`config.mk`:
```
export PLATFORM = sky130hd
export DESIGN_NAME = sha256_stream_hasher
export DESIGN_NICKNAME = d
export VERILOG_FILES = /design/src/design/shs_pkg.sv /design/src/design/shs_front.sv /design/src/design/shs_core.sv /design/src/design/sha256_stream_hasher.sv
export SDC_FILE = /design/constraint.sdc
export NUM_CORES = 2
export LEC_CHECK = 0
export BUFFER_PORTS_ARGS = -buffer_cell sky130_fd_sc_hd__buf_4
export CORE_ASPECT_RATIO = 0.7
export CORE_MARGIN = 2
export CORE_UTILIZATION = 49
export DETAILED_ROUTE_END_ITERATION = 10
export GPL_TIMING_DRIVEN = 1
export PLACE_DENSITY_LB_ADDON = 0.2
export SYNTH_ARGS = -nofsm -noshare
export SYNTH_HDL_FRONTEND = slang
export SYNTH_SLANG_ARGS = --single-unit
```
`constraint.sdc`:
```
create_clock -name clk -period 17.5 [get_ports clk]
set_clock_uncertainty 0.1 [all_clocks]
set_input_delay 0 -clock clk [delete_from_list [all_inputs] [get_ports clk]]
set_output_delay 0 -clock clk [all_outputs]
set_load 0.01 [all_outputs]
```
`src/design/shs_pkg.sv`:
```
// Shared types, constants and round functions for the SHA-256 stream hasher.
package shs_pkg;

  localparam int unsigned CMD_DEPTH    = 4;
  localparam int unsigned DIGEST_WORDS = 8;
  localparam int unsigned SCHED_WORDS  = 16;
  localparam logic [7:0]  PAD_MARK     = 8'h80;
  localparam logic [5:0]  LEN_POS      = 6'd56;
  localparam logic [5:0]  LAST_POS     = 6'd63;
  localparam logic [5:0]  LAST_ROUND   = 6'd63;
  localparam logic [2:0]  LAST_WORD    = 3'd7;
  localparam logic [1:0]  WORD_END     = 2'd3;

  typedef logic [31:0] word_t;

  typedef struct packed {
    logic [7:0] data_byte;
    logic       byte_present;
    logic       end_of_message;
  } in_item_t;

  typedef struct packed {
    logic [31:0] digest_word;
    logic [2:0]  word_index;
    logic        last_word;
  } out_item_t;

  // One queued request for the core: a byte to absorb and/or a finish marker.
  typedef struct packed {
    logic [7:0] data;
    logic       has_byte;
    logic       fin;
  } cmd_t;

  typedef enum logic [2:0] {
    ST_IDLE,
    ST_PAD,
    ST_ROUND,
    ST_FOLD,
    ST_EMIT
  } core_state_t;

  localparam word_t INIT_HASH [DIGEST_WORDS] = '{
    32'h6a09e667, 32'hbb67ae85, 32'h3c6ef372, 32'ha54ff53a,
    32'h510e527f, 32'h9b05688c, 32'h1f83d9ab, 32'h5be0cd19
  };

  function automatic word_t rotr(word_t x, int unsigned n);
    return (x >> n) | (x << (32 - n));
  endfunction

  function automatic word_t big_sig0(word_t x);
    return rotr(x, 2) ^ rotr(x, 13) ^ rotr(x, 22);
  endfunction

  function automatic word_t big_sig1(word_t x);
    return rotr(x, 6) ^ rotr(x, 11) ^ rotr(x, 25);
  endfunction

  function automatic word_t sml_sig0(word_t x);
    return rotr(x, 7) ^ rotr(x, 18) ^ (x >> 3);
  endfunction

  function automatic word_t sml_sig1(word_t x);
    return rotr(x, 17) ^ rotr(x, 19) ^ (x >> 10);
  endfunction

  function automatic word_t round_k(logic [5:0] r);
    word_t k;
    unique case (r)
      6'd0:  k = 32'h428a2f98;  6'd1:  k = 32'h71374491;
      6'd2:  k = 32'hb5c0fbcf;  6'd3:  k = 32'he9b5dba5;
      6'd4:  k = 32'h3956c25b;  6'd5:  k = 32'h59f111f1;
      6'd6:  k = 32'h923f82a4;  6'd7:  k = 32'hab1c5ed5;
      6'd8:  k = 32'hd807aa98;  6'd9:  k = 32'h12835b01;
      6'd10: k = 32'h243185be;  6'd11: k = 32'h550c7dc3;
      6'd12: k = 32'h72be5d74;  6'd13: k = 32'h80deb1fe;
      6'd14: k = 32'h9bdc06a7;  6'd15: k = 32'hc19bf174;
      6'd16: k = 32'he49b69c1;  6'd17: k = 32'hefbe4786;
      6'd18: k = 32'h0fc19dc6;  6'd19: k = 32'h240ca1cc;
      6'd20: k = 32'h2de92c6f;  6'd21: k = 32'h4a7484aa;
      6'd22: k = 32'h5cb0a9dc;  6'd23: k = 32'h76f988da;
      6'd24: k = 32'h983e5152;  6'd25: k = 32'ha831c66d;
      6'd26: k = 32'hb00327c8;  6'd27: k = 32'hbf597fc7;
      6'd28: k = 32'hc6e00bf3;  6'd29: k = 32'hd5a79147;
      6'd30: k = 32'h06ca6351;  6'd31: k = 32'h14292967;
      6'd32: k = 32'h27b70a85;  6'd33: k = 32'h2e1b2138;
      6'd34: k = 32'h4d2c6dfc;  6'd35: k = 32'h53380d13;
      6'd36: k = 32'h650a7354;  6'd37: k = 32'h766a0abb;
      6'd38: k = 32'h81c2c92e;  6'd39: k = 32'h92722c85;
      6'd40: k = 32'ha2bfe8a1;  6'd41: k = 32'ha81a664b;
      6'd42: k = 32'hc24b8b70;  6'd43: k = 32'hc76c51a3;
      6'd44: k = 32'hd192e819;  6'd45: k = 32'hd6990624;
      6'd46: k = 32'hf40e3585;  6'd47: k = 32'h106aa070;
      6'd48: k = 32'h19a4c116;  6'd49: k = 32'h1e376c08;
      6'd50: k = 32'h2748774c;  6'd51: k = 32'h34b0bcb5;
      6'd52: k = 32'h391c0cb3;  6'd53: k = 32'h4ed8aa4a;
      6'd54: k = 32'h5b9cca4f;  6'd55: k = 32'h682e6ff3;
      6'd56: k = 32'h748f82ee;  6'd57: k = 32'h78a5636f;
      6'd58: k = 32'h84c87814;  6'd59: k = 32'h8cc70208;
      6'd60: k = 32'h90befffa;  6'd61: k = 32'ha4506ceb;
      6'd62: k = 32'hbef9a3f7;  6'd63: k = 32'hc67178f2;
      default: k = '0;
    endcase
    return k;
  endfunction

endpackage

```
`src/design/shs_front.sv`:
```
// Front end: accepts input requests, drops empty ones and queues the rest for the core.
module shs_front
  import shs_pkg::*;
#(
  parameter int unsigned Depth = CMD_DEPTH
) (
  input  logic     clk,
  input  logic     rst_n,
  input  logic     push,
  input  in_item_t in_item,
  output logic     full,
  input  logic     q_pop,
  output logic     q_empty,
  output cmd_t     q_head
);

  localparam int unsigned PW = (Depth > 1) ? $clog2(Depth) : 1;
  localparam int unsigned CW = $clog2(Depth + 1);

  cmd_t          mem_r [Depth];
  logic [PW-1:0] wr_ptr_r, wr_ptr_nxt;
  logic [PW-1:0] rd_ptr_r, rd_ptr_nxt;
  logic [CW-1:0] cnt_r, cnt_nxt;
  logic          keep, wr_en, rd_en;

  assign full    = (cnt_r == CW'(Depth));
  assign q_empty = (cnt_r == '0);
  assign q_head  = mem_r[rd_ptr_r];

  // A request with neither flag set changes nothing: accept it and drop it.
  assign keep  = in_item.byte_present | in_item.end_of_message;
  assign wr_en = push & ~full & keep;
  assign rd_en = q_pop & ~q_empty;

  always_comb begin
    wr_ptr_nxt = wr_ptr_r;
    rd_ptr_nxt = rd_ptr_r;
    cnt_nxt    = cnt_r;
    if (wr_en) begin
      wr_ptr_nxt = (wr_ptr_r == PW'(Depth - 1)) ? '0 : wr_ptr_r + 1'b1;
    end
    if (rd_en) begin
      rd_ptr_nxt = (rd_ptr_r == PW'(Depth - 1)) ? '0 : rd_ptr_r + 1'b1;
    end
    if (wr_en && !rd_en) begin
      cnt_nxt = cnt_r + 1'b1;
    end else if (rd_en && !wr_en) begin
      cnt_nxt = cnt_r - 1'b1;
    end
  end

  always_ff @(posedge clk) begin
    if (!rst_n) begin
      wr_ptr_r <= '0;
      rd_ptr_r <= '0;
      cnt_r    <= '0;
    end else begin
      wr_ptr_r <= wr_ptr_nxt;
      rd_ptr_r <= rd_ptr_nxt;
      cnt_r    <= cnt_nxt;
    end
  end

  always_ff @(posedge clk) begin
    if (wr_en) begin
      mem_r[wr_ptr_r] <= '{data:     in_item.data_byte,
                            has_byte: in_item.byte_present,
                            fin:      in_item.end_of_message};
    end
  end

endmodule

```
`src/design/shs_core.sv`:
```
// Back end: byte packing, padding, 64-round compression and digest output.
module shs_core
  import shs_pkg::*;
(
  input  logic      clk,
  input  logic      rst_n,
  input  logic      q_empty,
  input  cmd_t      q_head,
  output logic      q_pop,
  output logic      empty,
  input  logic      pop,
  output out_item_t out_item
);

  core_state_t state_r, state_nxt;

  word_t       h_r   [DIGEST_WORDS];
  word_t       v_r   [DIGEST_WORDS];
  word_t       dig_r [DIGEST_WORDS];
  word_t       w_r   [SCHED_WORDS];
  logic [23:0] word_r;
  logic [63:0] bit_cnt_r;
  logic [63:0] len_r;
  logic [5:0]  rnd_r;
  logic [2:0]  idx_r;
  logic        pad_r, mark_r, extra_r, final_r;

  logic [5:0]  pos;
  logic        take, byte_we, blk_full, len_byte, out_take;
  logic [7:0]  byte_val;
  word_t       t1, t2, ch, maj, w_new;
  word_t       v_new [DIGEST_WORDS];
  word_t       h_sum [DIGEST_WORDS];

  assign pos = bit_cnt_r[8:3];

  // Control decode
  always_comb begin
    take     = 1'b0;
    byte_we  = 1'b0;
    byte_val = '0;
    len_byte = 1'b0;
    out_take = 1'b0;
    unique case (state_r)
      ST_IDLE: begin
        take     = ~q_empty;
        byte_we  = ~q_empty & q_head.has_byte;
        byte_val = q_head.data;
      end
      ST_PAD: begin
        byte_we  = 1'b1;
        len_byte = ~mark_r & ~extra_r & (pos >= LEN_POS);
        if (mark_r) begin
          byte_val = PAD_MARK;
        end else if (len_byte) begin
          byte_val = len_r[63:56];
        end
      end
      ST_EMIT: begin
        out_take = pop;
      end
      default: ;
    endcase
    blk_full = byte_we & (pos == LAST_POS);
  end

  assign q_pop = take;

  // Next state
  always_comb begin
    state_nxt = state_r;
    unique case (state_r)
      ST_IDLE: begin
        if (take) begin
          if (blk_full) begin
            state_nxt = ST_ROUND;
          end else if (q_head.fin) begin
            state_nxt = ST_PAD;
          end
        end
      end
      ST_PAD: begin
        if (blk_full) begin
          state_nxt = ST_ROUND;
        end
      end
      ST_ROUND: begin
        if (rnd_r == LAST_ROUND) begin
          state_nxt = ST_FOLD;
        end
      end
      ST_FOLD: begin
        if (final_r) begin
          state_nxt = ST_EMIT;
        end else if (pad_r) begin
          state_nxt = ST_PAD;
        end else begin
          state_nxt = ST_IDLE;
        end
      end
      ST_EMIT: begin
        if (pop && idx_r == LAST_WORD) begin
          state_nxt = ST_IDLE;
        end
      end
      default: state_nxt = ST_IDLE;
    endcase
  end

  // One compression round and one schedule word
  always_comb begin
    ch    = (v_r[4] & v_r[5]) ^ (~v_r[4] & v_r[6]);
    maj   = (v_r[0] & v_r[1]) ^ (v_r[0] & v_r[2]) ^ (v_r[1] & v_r[2]);
    t1    = v_r[7] + big_sig1(v_r[4]) + ch + round_k(rnd_r) + w_r[0];
    t2    = big_sig0(v_r[0]) + maj;
    w_new = w_r[0] + sml_sig0(w_r[1]) + w_r[9] + sml_sig1(w_r[14]);
    v_new[0] = t1 + t2;
    v_new[1] = v_r[0];
    v_new[2] = v_r[1];
    v_new[3] = v_r[2];
    v_new[4] = v_r[3] + t1;
    v_new[5] = v_r[4];
    v_new[6] = v_r[5];
    v_new[7] = v_r[6];
    for (int i = 0; i < DIGEST_WORDS; i++) begin
      h_sum[i] = h_r[i] + v_r[i];
    end
  end

  always_ff @(posedge clk) begin
    if (!rst_n) begin
      state_r   <= ST_IDLE;
      h_r       <= INIT_HASH;
      bit_cnt_r <= '0;
      rnd_r     <= '0;
      idx_r     <= '0;
      pad_r     <= 1'b0;
      mark_r    <= 1'b0;
      extra_r   <= 1'b0;
      final_r   <= 1'b0;
    end else begin
      state_r <= state_nxt;
      if (byte_we) begin
        bit_cnt_r <= bit_cnt_r + 64'd8;
      end
      if (take) begin
        pad_r   <= q_head.fin;
        mark_r  <= q_head.fin;
        extra_r <= 1'b0;
        final_r <= 1'b0;
      end
      if (state_r == ST_PAD) begin
        mark_r <= 1'b0;
        if (blk_full) begin
          extra_r <= 1'b0;
        end else if (mark_r) begin
          // mark landed in the length field: finish this block with zeros
          extra_r <= (pos >= LEN_POS);
        end
        if (len_byte && blk_full) begin
          final_r <= 1'b1;
        end
      end
      if (state_r == ST_ROUND) begin
        rnd_r <= rnd_r + 1'b1;
      end
      if (state_r == ST_FOLD) begin
        if (final_r) begin
          h_r       <= INIT_HASH;
          bit_cnt_r <= '0;
          pad_r     <= 1'b0;
          final_r   <= 1'b0;
          idx_r     <= '0;
        end else begin
          h_r <= h_sum;
        end
      end
      if (out_take) begin
        idx_r <= idx_r + 1'b1;
      end
    end
  end

  always_ff @(posedge clk) begin
    if (byte_we) begin
      word_r <= {word_r[15:0], byte_val};
      if (pos[1:0] == WORD_END) begin
        for (int i = 0; i < SCHED_WORDS - 1; i++) begin
          w_r[i] <= w_r[i+1];
        end
        w_r[SCHED_WORDS-1] <= {word_r, byte_val};
      end
    end
    if (blk_full) begin
      v_r <= h_r;
    end
    if (state_r == ST_ROUND) begin
      v_r <= v_new;
      for (int i = 0; i < SCHED_WORDS - 1; i++) begin
        w_r[i] <= w_r[i+1];
      end
      w_r[SCHED_WORDS-1] <= w_new;
    end
    if (state_r == ST_PAD) begin
      if (mark_r) begin
        len_r <= bit_cnt_r;
      end else if (len_byte) begin
        len_r <= {len_r[55:0], 8'h00};
      end
    end
    if (state_r == ST_FOLD && final_r) begin
      dig_r <= h_sum;
    end
    if (out_take) begin
      for (int i = 0; i < DIGEST_WORDS - 1; i++) begin
        dig_r[i] <= dig_r[i+1];
      end
    end
  end

  assign empty    = (state_r != ST_EMIT);
  assign out_item = '{digest_word: dig_r[0],
                      word_index:  idx_r,
                      last_word:   (idx_r == LAST_WORD)};

endmodule

```
`src/design/sha256_stream_hasher.sv`:
```
// Top level of the SHA-256 stream hasher: request queue in front of the hashing core.
//
// Usage
//   Input channel: present one request on in_item and raise push; it is taken at a
//   rising edge with push high and full low. A request carries an optional message
//   byte (byte_present) and an end flag (end_of_message). A request with neither
//   flag set is taken and dropped.
//   Result channel: while empty is low, out_item holds the oldest digest word; raise
//   pop to take it. Each finished message yields eight words, index 0 first, with
//   last_word set on the eighth.
//   Timing: the core absorbs queued bytes in order; every 64th byte adds 64
//   compression rounds and a fold on the single shared round unit, and no byte is
//   taken until these are done. On end of message the core writes the padding one
//   byte a cycle, compresses once or twice and then offers the digest.
//   The front queue keeps taking requests while the core hashes or waits for the
//   receiver; when the receiver stalls, the core holds the digest and the queue
//   fills until full is raised.
//   Reset (synchronous, rst_n low): empty the queue, restore the initial chaining
//   words and clear the bit count.
module sha256_stream_hasher
  import shs_pkg::*;
#(
  parameter int unsigned QueueDepth = CMD_DEPTH
) (
  input  logic      clk,
  input  logic      rst_n,
  input  logic      push,
  input  in_item_t  in_item,
  output logic      full,
  output logic      empty,
  input  logic      pop,
  output out_item_t out_item
);

  cmd_t q_head;
  logic q_empty;
  logic q_pop;

  // Front: classify requests and queue the ones that do work
  shs_front #(
    .Depth(QueueDepth)
  ) u_front (
    .clk     (clk),
    .rst_n   (rst_n),
    .push    (push),
    .in_item (in_item),
    .full    (full),
    .q_pop   (q_pop),
    .q_empty (q_empty),
    .q_head  (q_head)
  );

  // Back: absorb, pad, compress and hand out the digest
  shs_core u_core (
    .clk      (clk),
    .rst_n    (rst_n),
    .q_empty  (q_empty),
    .q_head   (q_head),
    .q_pop    (q_pop),
    .empty    (empty),
    .pop      (pop),
    .out_item (out_item)
  );

endmodule

```
# ---- After elaboration in Yosys (flattened, before gate mapping)
# Memory sizes are Yosys's and may differ from the RTL's. A register that Yosys moved wholly into a read port is not among the register bits.
# Cells that the tools add are included.
dict set report classes {
  bitwise 56
  reduce_logical 19
  add_sub_neg 25
  muxes 72
  eq_ne 17
  order_cmp 1
}
# op count
set op_table {}
lappend op_table {{$mux W256} 4}
lappend op_table {{$add A32 B32 Y32} 18}
lappend op_table {{$mux W32} 16}
lappend op_table {{$mux W64} 5}
lappend op_table {{$xor A32 B32 Y32} 9}
lappend op_table {{$mux W224} 1}
lappend op_table {{$and A32 B32 Y32} 5}
lappend op_table {{$add A64 B4 Y64 const B} 1}
lappend op_table {{$mux W3} 12}
lappend op_table {{$not A32 Y32} 1}
lappend op_table {{$or A10 B32 Y32} 1}
lappend op_table {{$or A13 B32 Y32} 1}
lappend op_table {{$or A14 B32 Y32} 1}
lappend op_table {{$or A15 B32 Y32} 1}
lappend op_table {{$or A19 B32 Y32} 1}
lappend op_table {{$or A21 B32 Y32} 1}
lappend op_table {{$or A25 B32 Y32} 1}
lappend op_table {{$or A26 B32 Y32} 1}
lappend op_table {{$or A30 B32 Y32} 1}
lappend op_table {{$or A7 B32 Y32} 1}
lappend op_table {{$xor A32 B22 Y32} 1}
lappend op_table {{$xor A32 B29 Y32} 1}
lappend op_table {{$mux W1} 23}
lappend op_table {{$or A1 B1 Y1} 17}
lappend op_table {{other kinds (29)} 66}
dict set report totals {
  ff_bits 943
  mem_count 3
  rom_bits 2048
  mem_bits_rw 552
}
# name words width read_ports rd_clocked_by_memory_dff wr line
set mem_list {}
lappend mem_list {{(name not given)} 64 32 1 1 0 shs_pkg.sv:70} ;# unique case (r)
lappend mem_list {u_core.w_r 16 32 16 0 16 shs_core.sv:20} ;# word_t w_r [SCHED_WORDS];
lappend mem_list {u_front.mem_r 4 10 1 1 1 shs_front.sv:20} ;# cmd_t mem_r [Depth];

# ---- Depth between registers and ports, before layout
dict set report logic_depth {
  depth_word 10
  mapped_depth 36
}

# ---- By module
# A second synthesis with hierarchy kept.
dict set report unflattened {
  cells_unflattened 7688
  area_unflattened_um2 82939.5
}
# module instances cells_per_inst seq_area_each_um2 area_per_inst_um2
set by_module_without_submodules {}
lappend by_module_without_submodules {shs_core 1 7585 40608.9 80995.2}
lappend by_module_without_submodules {shs_front 1 103 1381.3 1944.4}

# ---- Worst setup path after synthesis
# No wires, ideal clock.
dict set report synth_path {
  path_type {register -> register}
  startpoint {register with a tool-made name}
  endpoint {memory u_core.w_r[0][0] (netlist bit), enable pin}
  arrival_time_ns 10.658
  path_stages_with_launch 8
  path_slack_ns 3.109
  path_cell_list {dfxtp_1 > buf_4 > mux4_2 > a31oi_1 > inv_1 > nand2_1 > clkbuf_1 > nand2_1}
}
# element line
set synth_lines {}
lappend synth_lines {{end, declared} shs_core.sv:20}

# ---- Worst setup path after layout
dict set report layout_path {
  startpoint {register u_core.v_r, in the netlist u_core.v_new[90]}
  endpoint {register u_core.v_r, in the netlist u_core.v_new[222] (data pin)}
}
dict set report layout_between {
  elab_chain_cells 9
  word_cells_on_any_way 15
  cone_classes {add/sub: 5; mux: 1; bitwise: 9}
}
# element line
set layout_lines {}
lappend layout_lines {{start, declared} shs_core.sv:18} ;# word_t v_r [DIGEST_WORDS];
lappend layout_lines {{start signal, assigned} shs_core.sv:195} ;# v_r <= h_r;
lappend layout_lines {{start signal, assigned} shs_core.sv:198} ;# v_r <= v_new;
lappend layout_lines {{$or A21 B32 Y32 or $or A26 B32 Y32 (tied branches)} shs_pkg.sv:49} ;# return (x >> n) | (x << (32 - n));
lappend layout_lines {{$xor A32 B32 Y32 (2 in series)} shs_pkg.sv:57} ;# return rotr(x, 6) ^ rotr(x, 11) ^ rotr(x, 25);
lappend layout_lines {{$add A32 B32 Y32} shs_core.sv:114} ;# t1 = v_r[7] + big_sig1(v_r[4]) + ch + round_k(rnd_r) + w_r[0];
lappend layout_lines {{$add A32 B32 Y32 (*) (3 in series)} shs_core.sv:114}
lappend layout_lines {{$add A32 B32 Y32 (*)} shs_core.sv:117} ;# v_new[0] = t1 + t2;
lappend layout_lines {{$mux W256 (*)} shs_core.sv:197} ;# if (state_r == ST_ROUND) begin
# Mark *: on every way between the ends. The rest lies on a longest branch, timed or not.
# A chain may end at the register's enable or synchronous reset.

==> impl_metrics.yaml <==
yosys:
  synthAdderAreaFrac: 0.111
  yosysWarnings: 0
  synthMuxAreaShare: 0.0167
  synth_compound_area_frac: 0.143
  synth_edf_count: 1149
  synth_cell_types: 100
  postSynthAreaPerCell_um2: 10.9
  async_reset_ff_frac: 0
  ys_seq_area_frac: 0.509
  syn-cell-area_um2: 82500
  synthFlopType: "edfxtp_1"
  synth_simple_gate_area_frac: 0.115
  synth_xor_area_frac: 0.0692
  synth_top_family_by_area: "compound AO/OA/AOI/OAI gates"
  syn_inst: 7601
  ys_ff_latch: 1523
  synth_nets: 8210
clocking:
  cts_tree: "built"
  cts.sinks: 1523
  h-tree-depth: 4
  clockRootBuffer: "clkbuf_16"
  cts_buffer_depth: 3
  clk_pin_slew_ns: 0.07
  cts_buffers: 153
  cts_hold_buf: 25
  cts_resized: 0
  post-cts-setup-buffers: 0
  clk_latency_ns: 0.82
detailed_routing:
  dr.first_iter.drc_count: 7675
  num_vias: 60000
  via_per_inst: 6.08
  drc: 0
  post_drt_wl_per_cell_um: 26.1
  dr.pass1.iters: 6
  wirelength_um: 258000
  drtAntennaViolNets: 0
setup_path:
  cp_data_required_time_ns: 17.93
  arrival_ns: 9.95
  cp_slowest_cell: "edfxtp_1"
  crit_path_end_kind: "flop"
  r2r-start: "u_core.v_new[90]"
  slowest_delay_ns: 0.62
  r2r_end: "u_core.v_new[222]"
  crit_fanout: 6
  worstSetupStartpointType: "flop"
  r2r_slack_ns: 7.98
  crit_type: "flop to flop"
  rr_worst_depth: 32
global_routing:
  grt_start_max_net_pins: 213
  grt_pass1_wl_um: 378000
  antenna_found_initial: 10
  grt-ovfl-total: 0
  grt.total_usage: 0.295
  grt_pass1_vias: 55800
floorplan:
  rows: 125
  io_pins: 52
  die_y_um: 347
  coreArea_um2: 167000
  chipWidth_um: 495
  initial_core_util: 0.495
  die_area_um2: 172000
finish:
  final_cell_area_um2: 90400
  layout_common_cells: "1,170 x nand2_1, 1,149 x edfxtp_1, 440 x xnor2_1"
  nNetsFinal: 8135
  syn_to_final_growth_pct: 9.60
  drive_gt1_frac: 0.0693
  mostFrequentLayoutCell: "nand2_1"
place:
  port_buffers: 51
  hpwlAfterDp_um: 183000
  routabilityCongestion: 0.987
  placed_area_um2: 84900
power_and_ir_drop:
  power_mw: 8.36
  peakVddDrop_mv: 0.0783
  leakage_nw: 36.0
  p_per_area_nw_per_um2: 92.5
worst_hold_path:
  hold_path_class: "input pin to flop"
  hp-start: "rst_n"
  holdPathEnd: "u_core.mark_r"
  whs_path_depth: 4
outcome:
  outcome: "finished clean"
sta:
  setup_viol: 0
  fin_crit_sh: 0.544
  rsz0062_at_grt: "no"
  fmax_ghz: 0.105
  finalSetupTns_ns: 0
  relSlewSlack: 0.164
  worst_pin_slew_ns: 1.25
  maxSlewViolCount: 0
  final_hold_viol_count: 0
  period_minus_slack_ns: 9.52
run:
  cap_violations: 0
==> state kept, by name, summed over array words and instances, names as in the netlist, named ones only <==
name,flops
u_core.w_r,512
u_core.h_r,256
u_core.dig_r,224
u_core.v_new,192
u_core.v_r,64
u_core.bit_cnt_r,61
u_core.len_r,61
u_front.mem_r,40
u_core.out_item,32
u_core.word_r,24
u_core.rnd_r,6
u_core.idx_r,3
u_core.state_r,3
u_front.cnt_r,3
u_front.rd_ptr_r,2
u_front.wr_ptr_r,2
u_core.extra_r,1
u_core.final_r,1
u_core.mark_r,1
u_core.pad_r,1
==> synth_stat cells (13+ instances only) <==
cell | n | area [µm²]
a211o_1 | 15 | 131
a211oi_1 | 44 | 330
a21o_1 | 186 | 1400
a21oi_1 | 439 | 2200
a221oi_1 | 15 | 131
a22o_1 | 183 | 1600
a22oi_1 | 66 | 495
a311oi_1 | 22 | 193
a31oi_1 | 53 | 332
and2_1 | 37 | 231
and3_1 | 33 | 206
buf_1 | 34 | 128
buf_2 | 13 | 65.1
buf_4 | 33 | 248
clkbuf_1 | 319 | 1200
dfxtp_1 | 374 | 7490
edfxtp_1 | 1149 | 34500
fa_1 | 196 | 3920
ha_1 | 399 | 4990
inv_1 | 355 | 1330
maj3_1 | 21 | 210
mux2_2 | 85 | 957
mux2i_1 | 15 | 150
nand2_1 | 1174 | 4410
nand2b_1 | 73 | 457
nand3_1 | 158 | 791
nand4_1 | 34 | 213
nor2_1 | 330 | 1240
nor2b_1 | 114 | 713
nor3_1 | 93 | 465
nor3b_1 | 17 | 128
o211ai_1 | 70 | 526
o21a_1 | 59 | 443
o21ai_0 | 406 | 2030
o21bai_1 | 53 | 398
o31ai_1 | 25 | 188
or3_1 | 34 | 213
xnor2_1 | 440 | 3850
xor2_1 | 209 | 1830
==> metrics by stage <==
step,hold slack [ns],util,setup WS (ns),cells
global placement,0.100,0.510,8.20,9568
detailed placement,0.106,0.510,8.26,9568
global route,0.130,0.543,7.58,9879
finish,0.128,0.543,7.98,9880
CTS,0.0839,0.543,8.15,9879
floorplan,-0.00113,-,3.11,7601
==> worst max path at each step <==
stage	from	endpoint	slack, ns	cells past startpoint
floorplan	flop	u_core.w_r[0][0]	3.11	7
global placement	u_core.v_new[90]	u_core.v_new[222]	8.20	32
detailed placement	u_core.v_new[90]	u_core.v_new[222]	8.26	32
CTS	u_core.v_new[90]	u_core.v_new[222]	8.15	32
global route	u_core.v_new[90]	u_core.v_new[222]	7.58	32
finish	u_core.v_new[90]	u_core.v_new[222]	7.98	32
==> final cells by class <==
| cell class | count | area (µm²) |
|---|---|---|
| Fill cell | 14400 | 76100 |
| Sequential cell | 1523 | 42000 |
| Multi-Input combinational cell | 5320 | 37600 |
| Clock buffer | 209 | 4250 |
| Tap cell | 2222 | 2780 |
| Timing Repair Buffer | 170 | 1390 |
| Inverter | 358 | 1360 |
| Clock inverter | 77 | 1040 |
| Antenna cell | 1 | 2.50 |
==> power by group <==
group	internal [mW]	leakage [nW]	total [mW]	switching, mW
logic	0.321	19.6	0.799	0.478
clock network	2.02	2.55	3.50	1.49
registers	3.99	13.8	4.06	0.0714
total	6.33	36.0	8.36	2.03
==> per-layer routing <==
metal | vias up | track usage | wire (µm) | share of wire
met1 | 29900 | 0.497 | 128000 | 0.50
met3 | 274 | 0.0721 | 28200 | 0.11
met5 | - | 0 | 46 | 0.00018
li1 | 27100 | - | - | -
met4 | 6 | 0.0521 | 3790 | 0.015
met2 | 2825 | 0.375 | 97800 | 0.38
==> critical path: cells and delay by family, from the launching register on <==
family | cells | cell delay, ns
xor+xnor | 3 | 0.95
flops | 1 | 0.62
fa+ha+maj | 7 | 2.92
buf+inv | 2 | 0.14
compound gates | 14 | 3.01
simple gates | 6 | 1.51
==> cells by family (layout without fill, tap and decap cells) <==
kind of cell / count (synthesis) / after routing
XOR/XNOR: 650 / 650
adder cells (fa/ha/maj): 616 / 616
buffers and inverters: 758 / 814
AO/OA/AOI/OAI: 1788 / 1788
flip-flops: 1523 / 1523
multiplexers: 112 / 112
other: 0 / 1
AND/OR/NAND/NOR: 2154 / 2154
Power figures use the tool's default switching activity.
